===== src/rtl/assert_macros.svh =====
// Assertion macros used by the top-level RTL file.
`ifndef ASSERT_MACROS_SVH
`define ASSERT_MACROS_SVH

// Property checked on every rising clock edge outside reset.
`define SNCL_ASSERT(lbl, prop, msg) \
  lbl: assert property (@(posedge clk_i) disable iff (!rst_ni) (prop)) else $error(msg);

// Condition that must never be true.
`define SNCL_NEVER(lbl, cond, msg) \
  `SNCL_ASSERT(lbl, !(cond), msg)

`endif


===== src/rtl/sncl_pkg.sv =====
// Types, constants and keyword matching for the sample name classifier.
`default_nettype none
package sncl_pkg;

  localparam int unsigned KW_MAX = 10;  // longest keyword
  localparam int unsigned CFG_IDX_W = 3;
  localparam int unsigned CFG_DATA_W = 16;

  typedef enum logic [3:0] {
    CAT_UNKNOWN = 4'd0,
    CAT_KICK    = 4'd1,
    CAT_SNARE   = 4'd2,
    CAT_CLAP    = 4'd3,
    CAT_CHAT    = 4'd4,
    CAT_OHAT    = 4'd5,
    CAT_TOM     = 4'd6,
    CAT_PERC    = 4'd7,
    CAT_FX      = 4'd8
  } cat_e;

  typedef enum logic [CFG_IDX_W-1:0] {
    CFG_ZCR_BRIGHT  = 3'd0,
    CFG_ZCR_DARK    = 3'd1,
    CFG_DECAY_OPEN  = 3'd2,
    CFG_DECAY_KICK  = 3'd3,
    CFG_DECAY_SNARE = 3'd4,
    CFG_CLAP_ONSETS = 3'd5
  } cfg_idx_e;

  localparam logic [15:0] ZCR_BRIGHT_RST  = 16'd1024;
  localparam logic [15:0] ZCR_DARK_RST    = 16'd328;
  localparam logic [15:0] DECAY_OPEN_RST  = 16'd1433;
  localparam logic [15:0] DECAY_KICK_RST  = 16'd2048;
  localparam logic [15:0] DECAY_SNARE_RST = 16'd1638;
  localparam logic [7:0]  CLAP_ONSET_RST  = 8'd3;

  // Lead word codes for two-word phrases.
  localparam logic [3:0] LEAD_NONE   = 4'd0;
  localparam logic [3:0] LEAD_OPEN   = 4'd1;
  localparam logic [3:0] LEAD_HAT    = 4'd2;
  localparam logic [3:0] LEAD_CLOSED = 4'd3;
  localparam logic [3:0] LEAD_CLOSE  = 4'd4;
  localparam logic [3:0] LEAD_HI     = 4'd5;
  localparam logic [3:0] LEAD_BASS   = 4'd6;
  localparam logic [3:0] LEAD_RIM    = 4'd7;
  localparam logic [3:0] LEAD_HAND   = 4'd8;

  localparam logic [7:0] ASCII_DOT = 8'h2e;

  typedef struct packed {
    logic [15:0] zcr_bright;
    logic [15:0] zcr_dark;
    logic [15:0] decay_open;
    logic [15:0] decay_kick;
    logic [15:0] decay_snare;
    logic [7:0]  clap_onsets;
  } cfg_t;

  // Per-stream control for one byte.
  typedef struct packed {
    logic       adv;    // byte leaves the input register
    logic       brk;    // word boundary before this byte
    logic       app;    // byte is alphanumeric and gets appended
    logic       fin;    // final byte of the name
    logic [7:0] chr;    // lowercased byte
  } wctl_t;

  typedef struct packed {
    logic [7:0] hits;
    logic [3:0] lead;
  } match_t;

  function automatic logic [7:0] cat_bit(cat_e c);
    cat_bit = 8'd1 << (c - 4'd1);
  endfunction

  // Word chars: char i at w[8*i +: 8]. Keyword is a right-aligned string literal.
  function automatic logic is_kw(logic [8*KW_MAX-1:0] w, logic [3:0] len,
                                 logic [8*KW_MAX-1:0] k);
    logic [3:0] klen;
    logic r;
    klen = 4'd0;
    for (int i = 0; i < KW_MAX; i++) begin
      if (k[8*i +: 8] != 8'd0) klen = klen + 4'd1;
    end
    r = (len == klen);
    for (int i = 0; i < KW_MAX; i++) begin
      if (i < klen && w[8*i +: 8] != k[8*(klen-1-i) +: 8]) r = 1'b0;
    end
    is_kw = r;
  endfunction

  function automatic match_t match_word(logic [8*KW_MAX-1:0] w, logic [3:0] len,
                                        logic [3:0] prev_lead);
    match_t m;
    m.hits = 8'd0;
    m.lead = LEAD_NONE;
    if (is_kw(w, len, "openhat"))    m.hits |= cat_bit(CAT_OHAT);
    if (is_kw(w, len, "ohat"))       m.hits |= cat_bit(CAT_OHAT);
    if (is_kw(w, len, "hatopen"))    m.hits |= cat_bit(CAT_OHAT);
    if (is_kw(w, len, "closedhat"))  m.hits |= cat_bit(CAT_CHAT);
    if (is_kw(w, len, "closehat"))   m.hits |= cat_bit(CAT_CHAT);
    if (is_kw(w, len, "hihat"))      m.hits |= cat_bit(CAT_CHAT);
    if (is_kw(w, len, "chh"))        m.hits |= cat_bit(CAT_CHAT);
    if (is_kw(w, len, "hat"))        m.hits |= cat_bit(CAT_CHAT);
    if (is_kw(w, len, "hh"))         m.hits |= cat_bit(CAT_CHAT);
    if (is_kw(w, len, "kick"))       m.hits |= cat_bit(CAT_KICK);
    if (is_kw(w, len, "kck"))        m.hits |= cat_bit(CAT_KICK);
    if (is_kw(w, len, "bassdrum"))   m.hits |= cat_bit(CAT_KICK);
    if (is_kw(w, len, "bd"))         m.hits |= cat_bit(CAT_KICK);
    if (is_kw(w, len, "snare"))      m.hits |= cat_bit(CAT_SNARE);
    if (is_kw(w, len, "snr"))        m.hits |= cat_bit(CAT_SNARE);
    if (is_kw(w, len, "rimshot"))    m.hits |= cat_bit(CAT_SNARE);
    if (is_kw(w, len, "sd"))         m.hits |= cat_bit(CAT_SNARE);
    if (is_kw(w, len, "rim"))        m.hits |= cat_bit(CAT_SNARE);
    if (is_kw(w, len, "brush"))      m.hits |= cat_bit(CAT_SNARE);
    if (is_kw(w, len, "clap"))       m.hits |= cat_bit(CAT_CLAP);
    if (is_kw(w, len, "clp"))        m.hits |= cat_bit(CAT_CLAP);
    if (is_kw(w, len, "handclap"))   m.hits |= cat_bit(CAT_CLAP);
    if (is_kw(w, len, "tom"))        m.hits |= cat_bit(CAT_TOM);
    if (is_kw(w, len, "perc"))       m.hits |= cat_bit(CAT_PERC);
    if (is_kw(w, len, "conga"))      m.hits |= cat_bit(CAT_PERC);
    if (is_kw(w, len, "bongo"))      m.hits |= cat_bit(CAT_PERC);
    if (is_kw(w, len, "shaker"))     m.hits |= cat_bit(CAT_PERC);
    if (is_kw(w, len, "tamb"))       m.hits |= cat_bit(CAT_PERC);
    if (is_kw(w, len, "cowbell"))    m.hits |= cat_bit(CAT_PERC);
    if (is_kw(w, len, "clave"))      m.hits |= cat_bit(CAT_PERC);
    if (is_kw(w, len, "ride"))       m.hits |= cat_bit(CAT_PERC);
    if (is_kw(w, len, "crash"))      m.hits |= cat_bit(CAT_PERC);
    if (is_kw(w, len, "cymbal"))     m.hits |= cat_bit(CAT_PERC);
    if (is_kw(w, len, "block"))      m.hits |= cat_bit(CAT_PERC);
    if (is_kw(w, len, "triangle"))   m.hits |= cat_bit(CAT_PERC);
    if (is_kw(w, len, "fx"))         m.hits |= cat_bit(CAT_FX);
    if (is_kw(w, len, "riser"))      m.hits |= cat_bit(CAT_FX);
    if (is_kw(w, len, "sweep"))      m.hits |= cat_bit(CAT_FX);
    if (is_kw(w, len, "noise"))      m.hits |= cat_bit(CAT_FX);
    if (is_kw(w, len, "impact"))     m.hits |= cat_bit(CAT_FX);
    if (is_kw(w, len, "reverse"))    m.hits |= cat_bit(CAT_FX);
    if (is_kw(w, len, "vinyl"))      m.hits |= cat_bit(CAT_FX);
    if (is_kw(w, len, "foley"))      m.hits |= cat_bit(CAT_FX);
    if (is_kw(w, len, "downlifter")) m.hits |= cat_bit(CAT_FX);
    if (is_kw(w, len, "uplifter"))   m.hits |= cat_bit(CAT_FX);
    // two-word phrases
    if (prev_lead == LEAD_OPEN   && is_kw(w, len, "hat"))  m.hits |= cat_bit(CAT_OHAT);
    if (prev_lead == LEAD_HAT    && is_kw(w, len, "open")) m.hits |= cat_bit(CAT_OHAT);
    if (prev_lead == LEAD_CLOSED && is_kw(w, len, "hat"))  m.hits |= cat_bit(CAT_CHAT);
    if (prev_lead == LEAD_CLOSE  && is_kw(w, len, "hat"))  m.hits |= cat_bit(CAT_CHAT);
    if (prev_lead == LEAD_HI     && is_kw(w, len, "hat"))  m.hits |= cat_bit(CAT_CHAT);
    if (prev_lead == LEAD_BASS   && is_kw(w, len, "drum")) m.hits |= cat_bit(CAT_KICK);
    if (prev_lead == LEAD_RIM    && is_kw(w, len, "shot")) m.hits |= cat_bit(CAT_SNARE);
    if (prev_lead == LEAD_HAND   && is_kw(w, len, "clap")) m.hits |= cat_bit(CAT_CLAP);
    // lead words
    if (is_kw(w, len, "open"))   m.lead = LEAD_OPEN;
    if (is_kw(w, len, "hat"))    m.lead = LEAD_HAT;
    if (is_kw(w, len, "closed")) m.lead = LEAD_CLOSED;
    if (is_kw(w, len, "close"))  m.lead = LEAD_CLOSE;
    if (is_kw(w, len, "hi"))     m.lead = LEAD_HI;
    if (is_kw(w, len, "bass"))   m.lead = LEAD_BASS;
    if (is_kw(w, len, "rim"))    m.lead = LEAD_RIM;
    if (is_kw(w, len, "hand"))   m.lead = LEAD_HAND;
    match_word = m;
  endfunction

endpackage
`default_nettype wire


===== src/rtl/sncl_word.sv =====
// Word buffer of one stream with whole-word keyword matcher.
`default_nettype none
module sncl_word #(
  parameter int unsigned WORD_CHARS = 16
) (
  input  wire logic          clk_i,
  input  wire logic          rst_ni,
  input  wire sncl_pkg::wctl_t ctl_i,
  output logic [7:0]         hits_o
);
  localparam int unsigned LW = $clog2(WORD_CHARS + 1);
  localparam int unsigned IW = $clog2(WORD_CHARS);
  localparam int unsigned KW = sncl_pkg::KW_MAX;

  logic [7:0]    chars_q [WORD_CHARS];
  logic [LW-1:0] len_q, len_d, len_v;
  logic          ovf_q, ovf_d, ovf_v;
  logic [3:0]    lead_q, lead_d;
  logic          use_post, fire, room, wr_en;
  logic [IW-1:0] wr_idx;
  logic [8*KW-1:0] view;
  sncl_pkg::match_t m;

  // On the final byte with no boundary, the byte joins the word before matching.
  assign use_post = ctl_i.fin & ~ctl_i.brk & ctl_i.app;
  assign room     = (len_q < LW'(WORD_CHARS));

  always_comb begin
    for (int i = 0; i < KW; i++) begin
      view[8*i +: 8] = (use_post && len_q == LW'(i)) ? ctl_i.chr : chars_q[i];
    end
    len_v = (use_post && room) ? len_q + LW'(1) : len_q;
    ovf_v = ovf_q | (use_post & ~room);
  end

  assign fire = (ctl_i.brk | ctl_i.fin) & ((len_v != '0) | ovf_v);
  assign m    = sncl_pkg::match_word(view, len_v[3:0], lead_q);
  assign hits_o = (fire && !ovf_v && len_v <= LW'(KW)) ? m.hits : 8'd0;

  always_comb begin
    len_d  = len_q;
    ovf_d  = ovf_q;
    lead_d = lead_q;
    wr_en  = 1'b0;
    wr_idx = len_q[IW-1:0];
    if (ctl_i.fin) begin
      len_d  = '0;
      ovf_d  = 1'b0;
      lead_d = sncl_pkg::LEAD_NONE;
    end else begin
      if (ctl_i.brk) begin
        if (fire) begin
          lead_d = (ovf_v || len_v > LW'(KW)) ? sncl_pkg::LEAD_NONE : m.lead;
        end
        len_d = '0;
        ovf_d = 1'b0;
        if (ctl_i.app) begin
          wr_en  = 1'b1;
          wr_idx = '0;
          len_d  = LW'(1);
        end
      end else if (ctl_i.app) begin
        if (room) begin
          wr_en = 1'b1;
          len_d = len_q + LW'(1);
        end else begin
          ovf_d = 1'b1;
        end
      end
    end
  end

  always_ff @(posedge clk_i) begin
    if (ctl_i.adv && wr_en) begin
      chars_q[wr_idx] <= ctl_i.chr;
    end
  end

  always_ff @(posedge clk_i or negedge rst_ni) begin
    if (!rst_ni) begin
      len_q  <= '0;
      ovf_q  <= 1'b0;
      lead_q <= sncl_pkg::LEAD_NONE;
    end else if (ctl_i.adv) begin
      len_q  <= len_d;
      ovf_q  <= ovf_d;
      lead_q <= lead_d;
    end
  end
endmodule
`default_nettype wire


===== src/rtl/sncl_feat.sv =====
// Category pick: keyword priority, else threshold tree on the audio features.
`default_nettype none
module sncl_feat (
  input  wire logic [7:0]     hits_i,
  input  wire logic [15:0]    zcr_i,
  input  wire logic [15:0]    decay_i,
  input  wire logic [7:0]     onsets_i,
  input  wire sncl_pkg::cfg_t cfg_i,
  output sncl_pkg::cat_e      cat_o,
  output logic                from_name_o
);
  always_comb begin
    from_name_o = 1'b1;
    if      (|(hits_i & sncl_pkg::cat_bit(sncl_pkg::CAT_OHAT)))  cat_o = sncl_pkg::CAT_OHAT;
    else if (|(hits_i & sncl_pkg::cat_bit(sncl_pkg::CAT_CHAT)))  cat_o = sncl_pkg::CAT_CHAT;
    else if (|(hits_i & sncl_pkg::cat_bit(sncl_pkg::CAT_KICK)))  cat_o = sncl_pkg::CAT_KICK;
    else if (|(hits_i & sncl_pkg::cat_bit(sncl_pkg::CAT_SNARE))) cat_o = sncl_pkg::CAT_SNARE;
    else if (|(hits_i & sncl_pkg::cat_bit(sncl_pkg::CAT_CLAP)))  cat_o = sncl_pkg::CAT_CLAP;
    else if (|(hits_i & sncl_pkg::cat_bit(sncl_pkg::CAT_TOM)))   cat_o = sncl_pkg::CAT_TOM;
    else if (|(hits_i & sncl_pkg::cat_bit(sncl_pkg::CAT_PERC)))  cat_o = sncl_pkg::CAT_PERC;
    else if (|(hits_i & sncl_pkg::cat_bit(sncl_pkg::CAT_FX)))    cat_o = sncl_pkg::CAT_FX;
    else begin
      from_name_o = 1'b0;
      if (zcr_i > cfg_i.zcr_bright) begin
        cat_o = (decay_i > cfg_i.decay_open) ? sncl_pkg::CAT_OHAT : sncl_pkg::CAT_CHAT;
      end else if (zcr_i < cfg_i.zcr_dark) begin
        cat_o = (decay_i > cfg_i.decay_kick) ? sncl_pkg::CAT_KICK : sncl_pkg::CAT_TOM;
      end else if (onsets_i >= cfg_i.clap_onsets) begin
        cat_o = sncl_pkg::CAT_CLAP;
      end else begin
        cat_o = (decay_i > cfg_i.decay_snare) ? sncl_pkg::CAT_SNARE : sncl_pkg::CAT_PERC;
      end
    end
  end
endmodule
`default_nettype wire


===== src/rtl/sample_name_keyword_classifier_unit.sv =====
// Top level of the sample name classifier.
//  channel | dir | handshake              | payload
//  in      | in  | in_valid_i / in_stall_o | char_code, last, zero_cross_rate, decay_time,
//          |     |                         | onset_count
//  out     | out | out_valid_o/out_stall_i | category, from_name (one beat per name)
//  cfg     | in  | cfg_we_i                | cfg_idx_i, cfg_data_i
// One byte per cycle while the input is not stalled; each byte is held in the input
// register, and the result is loaded into the output register as the final byte leaves it.
// Reset clears all name state and loads the default thresholds; no clearing pass.
// A waiting result stalls input only when a final byte needs the output register.
`default_nettype none
`include "assert_macros.svh"
module sample_name_keyword_classifier_unit #(
  parameter int unsigned WORD_CHARS = 16
) (
  input  wire logic                            clk_i,
  input  wire logic                            rst_ni,
  input  wire logic                            in_valid_i,
  output logic                                 in_stall_o,
  input  wire logic [7:0]                      char_code_i,
  input  wire logic                            last_i,
  input  wire logic [15:0]                     zero_cross_rate_i,
  input  wire logic [15:0]                     decay_time_i,
  input  wire logic [7:0]                      onset_count_i,
  output logic                                 out_valid_o,
  input  wire logic                            out_stall_i,
  output logic [3:0]                           category_o,
  output logic                                 from_name_o,
  input  wire logic                            cfg_we_i,
  input  wire logic [sncl_pkg::CFG_IDX_W-1:0]  cfg_idx_i,
  input  wire logic [sncl_pkg::CFG_DATA_W-1:0] cfg_data_i
);
  sncl_pkg::cfg_t cfg_q;

  logic        s1_valid_q, s1_last_q;
  logic [7:0]  s1_char_q, s1_onsets_q;
  logic [15:0] s1_zcr_q, s1_decay_q;

  logic prev_alnum_q, prev_lower_q, prev_digit_q, dot_q;
  logic [7:0] comm_q, pend_q;
  logic out_valid_q, from_name_q;
  sncl_pkg::cat_e cat_q;

  logic is_upper, is_lower, is_digit, is_alnum, is_dot, out_free, adv, accept;
  logic brk_join, brk_split;
  logic [7:0] lc_char, hits_split, hits_join, pend1, comm_n, pend_n, hits_fin;
  logic dot_n;
  sncl_pkg::wctl_t ctl_split, ctl_join;
  sncl_pkg::cat_e cat_d;
  logic from_name_d;

  // configuration registers
  always_ff @(posedge clk_i or negedge rst_ni) begin
    if (!rst_ni) begin
      cfg_q.zcr_bright  <= sncl_pkg::ZCR_BRIGHT_RST;
      cfg_q.zcr_dark    <= sncl_pkg::ZCR_DARK_RST;
      cfg_q.decay_open  <= sncl_pkg::DECAY_OPEN_RST;
      cfg_q.decay_kick  <= sncl_pkg::DECAY_KICK_RST;
      cfg_q.decay_snare <= sncl_pkg::DECAY_SNARE_RST;
      cfg_q.clap_onsets <= sncl_pkg::CLAP_ONSET_RST;
    end else if (cfg_we_i) begin
      case (cfg_idx_i)
        sncl_pkg::CFG_ZCR_BRIGHT:  cfg_q.zcr_bright  <= cfg_data_i;
        sncl_pkg::CFG_ZCR_DARK:    cfg_q.zcr_dark    <= cfg_data_i;
        sncl_pkg::CFG_DECAY_OPEN:  cfg_q.decay_open  <= cfg_data_i;
        sncl_pkg::CFG_DECAY_KICK:  cfg_q.decay_kick  <= cfg_data_i;
        sncl_pkg::CFG_DECAY_SNARE: cfg_q.decay_snare <= cfg_data_i;
        sncl_pkg::CFG_CLAP_ONSETS: cfg_q.clap_onsets <= cfg_data_i[7:0];
        default: ;
      endcase
    end
  end

  // handshake
  assign out_free   = ~out_valid_q | ~out_stall_i;
  assign adv        = s1_valid_q & (~s1_last_q | out_free);
  assign in_stall_o = s1_valid_q & ~adv;
  assign accept     = in_valid_i & ~in_stall_o;

  always_ff @(posedge clk_i or negedge rst_ni) begin
    if (!rst_ni) begin
      s1_valid_q <= 1'b0;
    end else if (accept) begin
      s1_valid_q <= 1'b1;
    end else if (adv) begin
      s1_valid_q <= 1'b0;
    end
  end

  always_ff @(posedge clk_i) begin
    if (accept) begin
      s1_char_q   <= char_code_i;
      s1_last_q   <= last_i;
      s1_zcr_q    <= zero_cross_rate_i;
      s1_decay_q  <= decay_time_i;
      s1_onsets_q <= onset_count_i;
    end
  end

  // byte classes
  assign is_upper = (s1_char_q >= 8'h41) && (s1_char_q <= 8'h5a);
  assign is_lower = (s1_char_q >= 8'h61) && (s1_char_q <= 8'h7a);
  assign is_digit = (s1_char_q >= 8'h30) && (s1_char_q <= 8'h39);
  assign is_alnum = is_upper | is_lower | is_digit;
  assign is_dot   = (s1_char_q == sncl_pkg::ASCII_DOT);
  assign lc_char  = is_upper ? (s1_char_q | 8'h20) : s1_char_q;

  assign brk_join  = ~is_alnum | (prev_alnum_q & (is_digit != prev_digit_q));
  assign brk_split = brk_join | (is_alnum & prev_alnum_q & is_upper & prev_lower_q);

  always_comb begin
    ctl_join.adv  = adv;
    ctl_join.brk  = brk_join;
    ctl_join.app  = is_alnum;
    ctl_join.fin  = s1_last_q;
    ctl_join.chr  = lc_char;
    ctl_split     = ctl_join;
    ctl_split.brk = brk_split;
  end

  sncl_word #(.WORD_CHARS(WORD_CHARS)) u_split (
    .clk_i  (clk_i),
    .rst_ni (rst_ni),
    .ctl_i  (ctl_split),
    .hits_o (hits_split)
  );

  sncl_word #(.WORD_CHARS(WORD_CHARS)) u_join (
    .clk_i  (clk_i),
    .rst_ni (rst_ni),
    .ctl_i  (ctl_join),
    .hits_o (hits_join)
  );

  // hits after the last dot stay pending and are dropped as extension
  assign pend1    = pend_q | hits_split | hits_join;
  assign comm_n   = is_dot ? (comm_q | pend1) : comm_q;
  assign pend_n   = is_dot ? 8'd0 : pend1;
  assign dot_n    = dot_q | is_dot;
  assign hits_fin = comm_n | (dot_n ? 8'd0 : pend_n);

  sncl_feat u_feat (
    .hits_i      (hits_fin),
    .zcr_i       (s1_zcr_q),
    .decay_i     (s1_decay_q),
    .onsets_i    (s1_onsets_q),
    .cfg_i       (cfg_q),
    .cat_o       (cat_d),
    .from_name_o (from_name_d)
  );

  always_ff @(posedge clk_i or negedge rst_ni) begin
    if (!rst_ni) begin
      prev_alnum_q <= 1'b0;
      prev_lower_q <= 1'b0;
      prev_digit_q <= 1'b0;
      dot_q        <= 1'b0;
      comm_q       <= 8'd0;
      pend_q       <= 8'd0;
    end else if (adv) begin
      if (s1_last_q) begin
        prev_alnum_q <= 1'b0;
        prev_lower_q <= 1'b0;
        prev_digit_q <= 1'b0;
        dot_q        <= 1'b0;
        comm_q       <= 8'd0;
        pend_q       <= 8'd0;
      end else begin
        prev_alnum_q <= is_alnum;
        prev_lower_q <= is_lower;
        prev_digit_q <= is_digit;
        dot_q        <= dot_n;
        comm_q       <= comm_n;
        pend_q       <= pend_n;
      end
    end
  end

  always_ff @(posedge clk_i or negedge rst_ni) begin
    if (!rst_ni) begin
      out_valid_q <= 1'b0;
    end else if (adv && s1_last_q) begin
      out_valid_q <= 1'b1;
    end else if (!out_stall_i) begin
      out_valid_q <= 1'b0;
    end
  end

  always_ff @(posedge clk_i) begin
    if (adv && s1_last_q) begin
      cat_q       <= cat_d;
      from_name_q <= from_name_d;
    end
  end

  assign out_valid_o = out_valid_q;
  assign category_o  = cat_q;
  assign from_name_o = from_name_q;

  `SNCL_ASSERT(a_name_not_unknown,
               (out_valid_o && from_name_o) |-> (category_o != sncl_pkg::CAT_UNKNOWN),
               "name decision with unknown category")
  `SNCL_NEVER(a_stall_needs_item, in_stall_o && !s1_valid_q, "stall with empty input register")
  `SNCL_ASSERT(a_last_gives_result, (adv && s1_last_q) |=> out_valid_o,
               "final byte gave no result")
  `SNCL_ASSERT(a_name_cleared, (adv && s1_last_q) |=> (comm_q == 8'd0 && pend_q == 8'd0 && !dot_q),
               "name state not cleared after result")
endmodule
`default_nettype wire

===== config.mk =====
export PLATFORM = sky130hd
export DESIGN_NAME = sample_name_keyword_classifier_unit
export DESIGN_NICKNAME = d
export VERILOG_FILES = /design/src/rtl/sncl_pkg.sv /design/src/rtl/sncl_word.sv /design/src/rtl/sncl_feat.sv /design/src/rtl/sample_name_keyword_classifier_unit.sv
export VERILOG_INCLUDE_DIRS = /design/src /design/src/rtl
export SDC_FILE = /design/constraint.sdc
export NUM_CORES = 1
export LEC_CHECK = 0
export ABC_AREA = 0
export ABC_CLOCK_PERIOD_IN_PS = 5100
export BUFFER_PORTS_ARGS = -buffer_cell sky130_fd_sc_hd__buf_2
export CAP_MARGIN = 15
export CORE_MARGIN = 4
export CORE_UTILIZATION = 45
export CTS_CLUSTER_SIZE = 28
export DETAILED_ROUTE_END_ITERATION = 7
export HOLD_SLACK_MARGIN = 0.1
export MAX_ROUTING_LAYER = met4
export PLACE_DENSITY = 0.74
export SLEW_MARGIN = 20
export SYNTH_ARGS = -nofsm -noshare
export SYNTH_HDL_FRONTEND = slang
export SYNTH_SLANG_ARGS = --single-unit
export TNS_END_PERCENT = 10

===== constraint.sdc =====
create_clock -name clk_i -period 5.1 [get_ports clk_i]
set_input_delay 1.02 -clock clk_i [delete_from_list [all_inputs] [get_ports clk_i]]
set_output_delay 1.02 -clock clk_i [all_outputs]
set_load 0.02 [all_outputs]

==> key figures <==
Cells and area
  • Register Area: 9703 um2
  • Final instance area: ~28000 um2
  • Synthesis-to-finish area growth: 24.64%
  • Most frequent cells in the layout: buf_4 (412), nand2_1 (251), edfxtp_1 (214), nor2_1 (210), o21ai_0 (126)
  • Layout Nets: 3000
  • Area of the multi-input gates: between 10000 and 15000 um2
  • Most common cell after layout, fill and taps aside: buf_4
  • # fillers: 4212
  • Layout cell share with drive strength beyond 1: approximately 26%

Detailed routing
  • Vias: 23296
  • Routed Antenna Nets: 0
  • Routed WL: 105200 um
  • Detail-routed via count per cell: roughly 6.6
  • Pre-antenna DRT Iters: 6
  • Iter 0 DRT Violations: 3411
  • Detailed-route DRC error count: 0
  • Routed length per instance: a little under 30 um

Timing
  • Final setup skew: 0.03293 ns
  • Final Cycle Share: 97.79%
  • Slew headroom: between 20 and 30%
  • Highest clock rate: 0.2005 GHz
  • Worst-margin pin slew: 1.077 ns
  • Final min period: 4.988 ns
  • Slew Viols, Final: 0
  • Setup violators final: 0
  • Unrepaired setup endpoints after global routing: no
  • Final Hold Fails: 0
  • Final hold slack: 0.5079 ns

CTS
  • CTS tree: done
  • CTS clk-pin slew, worst paths: around 0.07 ns
  • Hold Buf Count CTS: 0
  • CTS Buf Count: 37
  • CTS Buffer Depth: 3
  • Clk_lat worst skew: about 0.58 ns
  • CTS H-Tree Depth: 2
  • Root Buffer Master: clkbuf_16
  • Clock sinks: 344

Pwr
  • Internal power component: approximately 0.0053 W
  • PD cells: 262.6 nW/um2
  • Clock group share of total power: a little under two fifths
  • Comb power frac: 18.0%
  • Maximum vdd drop: 344.3 uV
  • Flop pwr share: 44.4%
  • Psw: 0.002128 W
  • Lkg Pwr: around 11 nW
  • Switching Share: 28.76%

Global routing
  • Largest net degree at the start of global routing: 105
  • GRT Resource Usage Total: 39.43%
  • Initial antenna violation count: 3
  • Global-route wire length before repair: 152600 um
  • Gr ovfl total: 0
  • Vias in the first global route: 22530

Yosys
  • Synth top area share: 28.43%
  • Syn_area_per_cell: 9.426 um2
  • Synth async-reset ratio: 37.79%
  • Yosys top cell by area: edfxtp_1
  • Syn Inst Count: 2398
  • Flops & latches, synth: 344
  • Syn Nets: 2566
  • Seq/Total Area, Yosys: a little over two fifths
  • Top_reg_cell synth: edfxtp_1
  • Main area contributors after synthesis: edfxtp_1 (28%), dfrtp_1 (12%), ha_1 (5.3%)
  • Post-Syn Area: 22600 um2
  • Post-synth EDFFs: about 210
  • Cell variety after synth: 110
  • Yosys warnings: 0

Setup path
  • Slowest library cell on the worst path: or4_4
  • Worst path cell trace: or4_4 -> o221ai_4 -> a211oi_4 -> buf_4 -> buf_4 -> buf_4 -> and3_2 -> buf_4 -> or3_4 -> buf_4 -> a2111oi_4 -> buf_4 -> nand4_1 -> o211ai_1 -> o31ai_1 -> buf_4 -> nand4b_2 -> a21oi_2 -> buf_6 -> a2111oi_4 -> nor3_2
  • CP max FO: 8
  • CP peak stage delay: 0.59 ns
  • Crit path capture type: register
  • WP data arrival: 5.29 ns
  • Critical path required time: approximately 5.4 ns
  • CP Launch Type: register
  • Crit path kind: reg2reg
  • Crit path launch: s1_char_q[0]
  • Critical path's most frequent cell: buf_4
  • R2R Path Start: s1_char_q[0]

Floorplan
  • Die Y: 232.1 um
  • Initial core utilization: 45.89%
  • Die area: between 50000 and 60000 um2
  • I/O pin count: 80
  • Row count: 81
  • Die Width: roughly 230 um
  • Core area: between 40000 and 50000 um2

Flow run
  • Max Cap Viol: 0

Placed design
  • Port Buf Inserts: between 70 and 80
  • Gpl congestion: between 1 and 1.5
  • DP HPWL: 83320 um
  • Placed cell area: approximately 27000 um2

Outcome
  • Outcome: completed

Min path
  • Hold Path Class: reg2reg
  • Hold_sp: pend_q[5]
[final cells by class]
type                            count  area share (%)
Timing Repair Buffer              503           13.16
Tap cell                          664           2.949
Sequential cell                   344           34.44
Clock inverter                     17          0.7639
Multi-Input combinational cell   1822           43.39
Inverter                          124           1.652
Antenna cell                        3         0.02665
Clock buffer                       48           3.615
[timing repair]
item / 4_1_cts / 5_1_grt
pin swaps: 0 / 12
setup endpoints to repair: 3 / 5
gates resized for setup: 2 / 45
buffers inserted: 0 / 5
[path summary, 6_finish.rpt]
check | endpoint | slack [ns] | cells after the start
worst min-delay path | pend_q[5] | 0.51 | 2
max in group asynchronous | cfg_q[47] | 3.50 | 2
worst min register to register | pend_q[5] | 0.51 | 2
worst max register to register | category_o[1] | 0.11 | 21
worst max-delay path | category_o[1] | 0.11 | 21
min in group asynchronous | cfg_q[2] | 0.57 | 1
[flip-flops by register name (all words and copies together), names as in the netlist, 4 cells and up]
signal and count:
u_split.len_q 5, s1_onsets_q 8, u_join.lead_q 4, u_split.chars_q 80, u_join.chars_q 80, pend_q 8
cfg_q 88, category_o 4, s1_decay_q 16, s1_char_q 8, s1_zcr_q 16, u_split.lead_q 4
u_join.len_q 5, comm_q 8
[power by group through the flow]
| stage | Clock, W | Sequential (W) | Combinational [W] |
|---|---|---|---|
| after floorplan | 0 | 0.00331 | 0.000708 |
| after global placement | 0 | 0.00332 | 0.00118 |
| after detailed placement | 0 | 0.00333 | 0.00124 |
| after CTS | 0.00280 | 0.00328 | 0.00128 |
| after global routing | 0.00292 | 0.00330 | 0.00144 |
| final | 0.00279 | 0.00328 | 0.00133 |
[worst max-delay path, delay by kind of cell (launching register included)]
| kind | cells | cell delay [ns] |
|---|---|---|
| buffers and inverters | 8 | 1.34 |
| AOI/OAI and AO/OA | 7 | 1.43 |
| DFF | 1 | 0.39 |
| and+or+nand+nor | 6 | 1.53 |
[routing by layer]
layer | GRT usage, % | wire [um] | vias to the layer above
met5 | - | 0 | -
met4 | 14.20 | 5148 | 0
met3 | 8.010 | 11430 | 305
met2 | 58.43 | 45380 | 1659
met1 | 53.99 | 43200 | 11397
li1 | - | - | 9935
[synth_stat cells, types with 7 or more instances]
cell type	n
a21o_1	20
nand3b_1	20
nor4bb_1	12
a31oi_1	38
and4_1	8
o22ai_1	17
nand4_1	62
nand4b_1	18
o31ai_1	25
mux2i_1	87
nor2_1	210
or3b_2	8
nand2b_1	63
a2111oi_0	14
a21oi_1	84
buf_6	12
o2111ai_1	10
nor3b_1	23
o41ai_1	7
and3_1	20
o21ai_0	127
or3_1	25
dfrtp_1	111
nor4_1	73
nand3_1	63
nor3_1	108
dfstp_2	19
inv_1	119
nor2b_1	40
nor4b_1	16
ha_1	95
and2_1	21
o211ai_1	9
clkbuf_1	70
or2_2	17
mux2_2	58
a311oi_1	9
edfxtp_1	214
buf_2	15
a221oi_1	7
a211oi_1	8
nand2_1	251
or4_1	14
[logic make-up (layout without fill, tap and decap cells)]
| group | count (synthesis) | after routing | share of synthesized area, % |
|---|---|---|---|
| AOI/OAI and AO/OA | 475 | 475 | 14.28 |
| xor gates and xnor gates | 4 | 4 | 0.1550 |
| muxes | 147 | 147 | 6.870 |
| adders and majority gates | 95 | 95 | 5.259 |
| and+or+nand+nor | 1101 | 1101 | 26.08 |
| other | 0 | 3 | 0 |
| DFF | 344 | 344 | 42.93 |
| buffers and inverters | 232 | 692 | 4.428 |
[stage by stage]
| stage | setup TNS (ns) | utilization, % | cells | setup slack (ns) | total power [W] |
|---|---|---|---|---|---|
| after floorplan | 0 | - | 2398 | 0.2088 | 0.004021 |
| after global placement | -0.1977 | 54.07 | 3452 | -0.09145 | 0.004500 |
| after detailed placement | -0.2603 | 54.07 | 3452 | -0.1315 | 0.004574 |
| after CTS | 0 | 56.60 | 3517 | 0.005036 | 0.007352 |
| after global routing | 0 | 57.19 | 3524 | 0.006956 | 0.007655 |
| final | 0 | 57.20 | 3525 | 0.1125 | 0.007399 |
(Power assumes the default switching activity.)
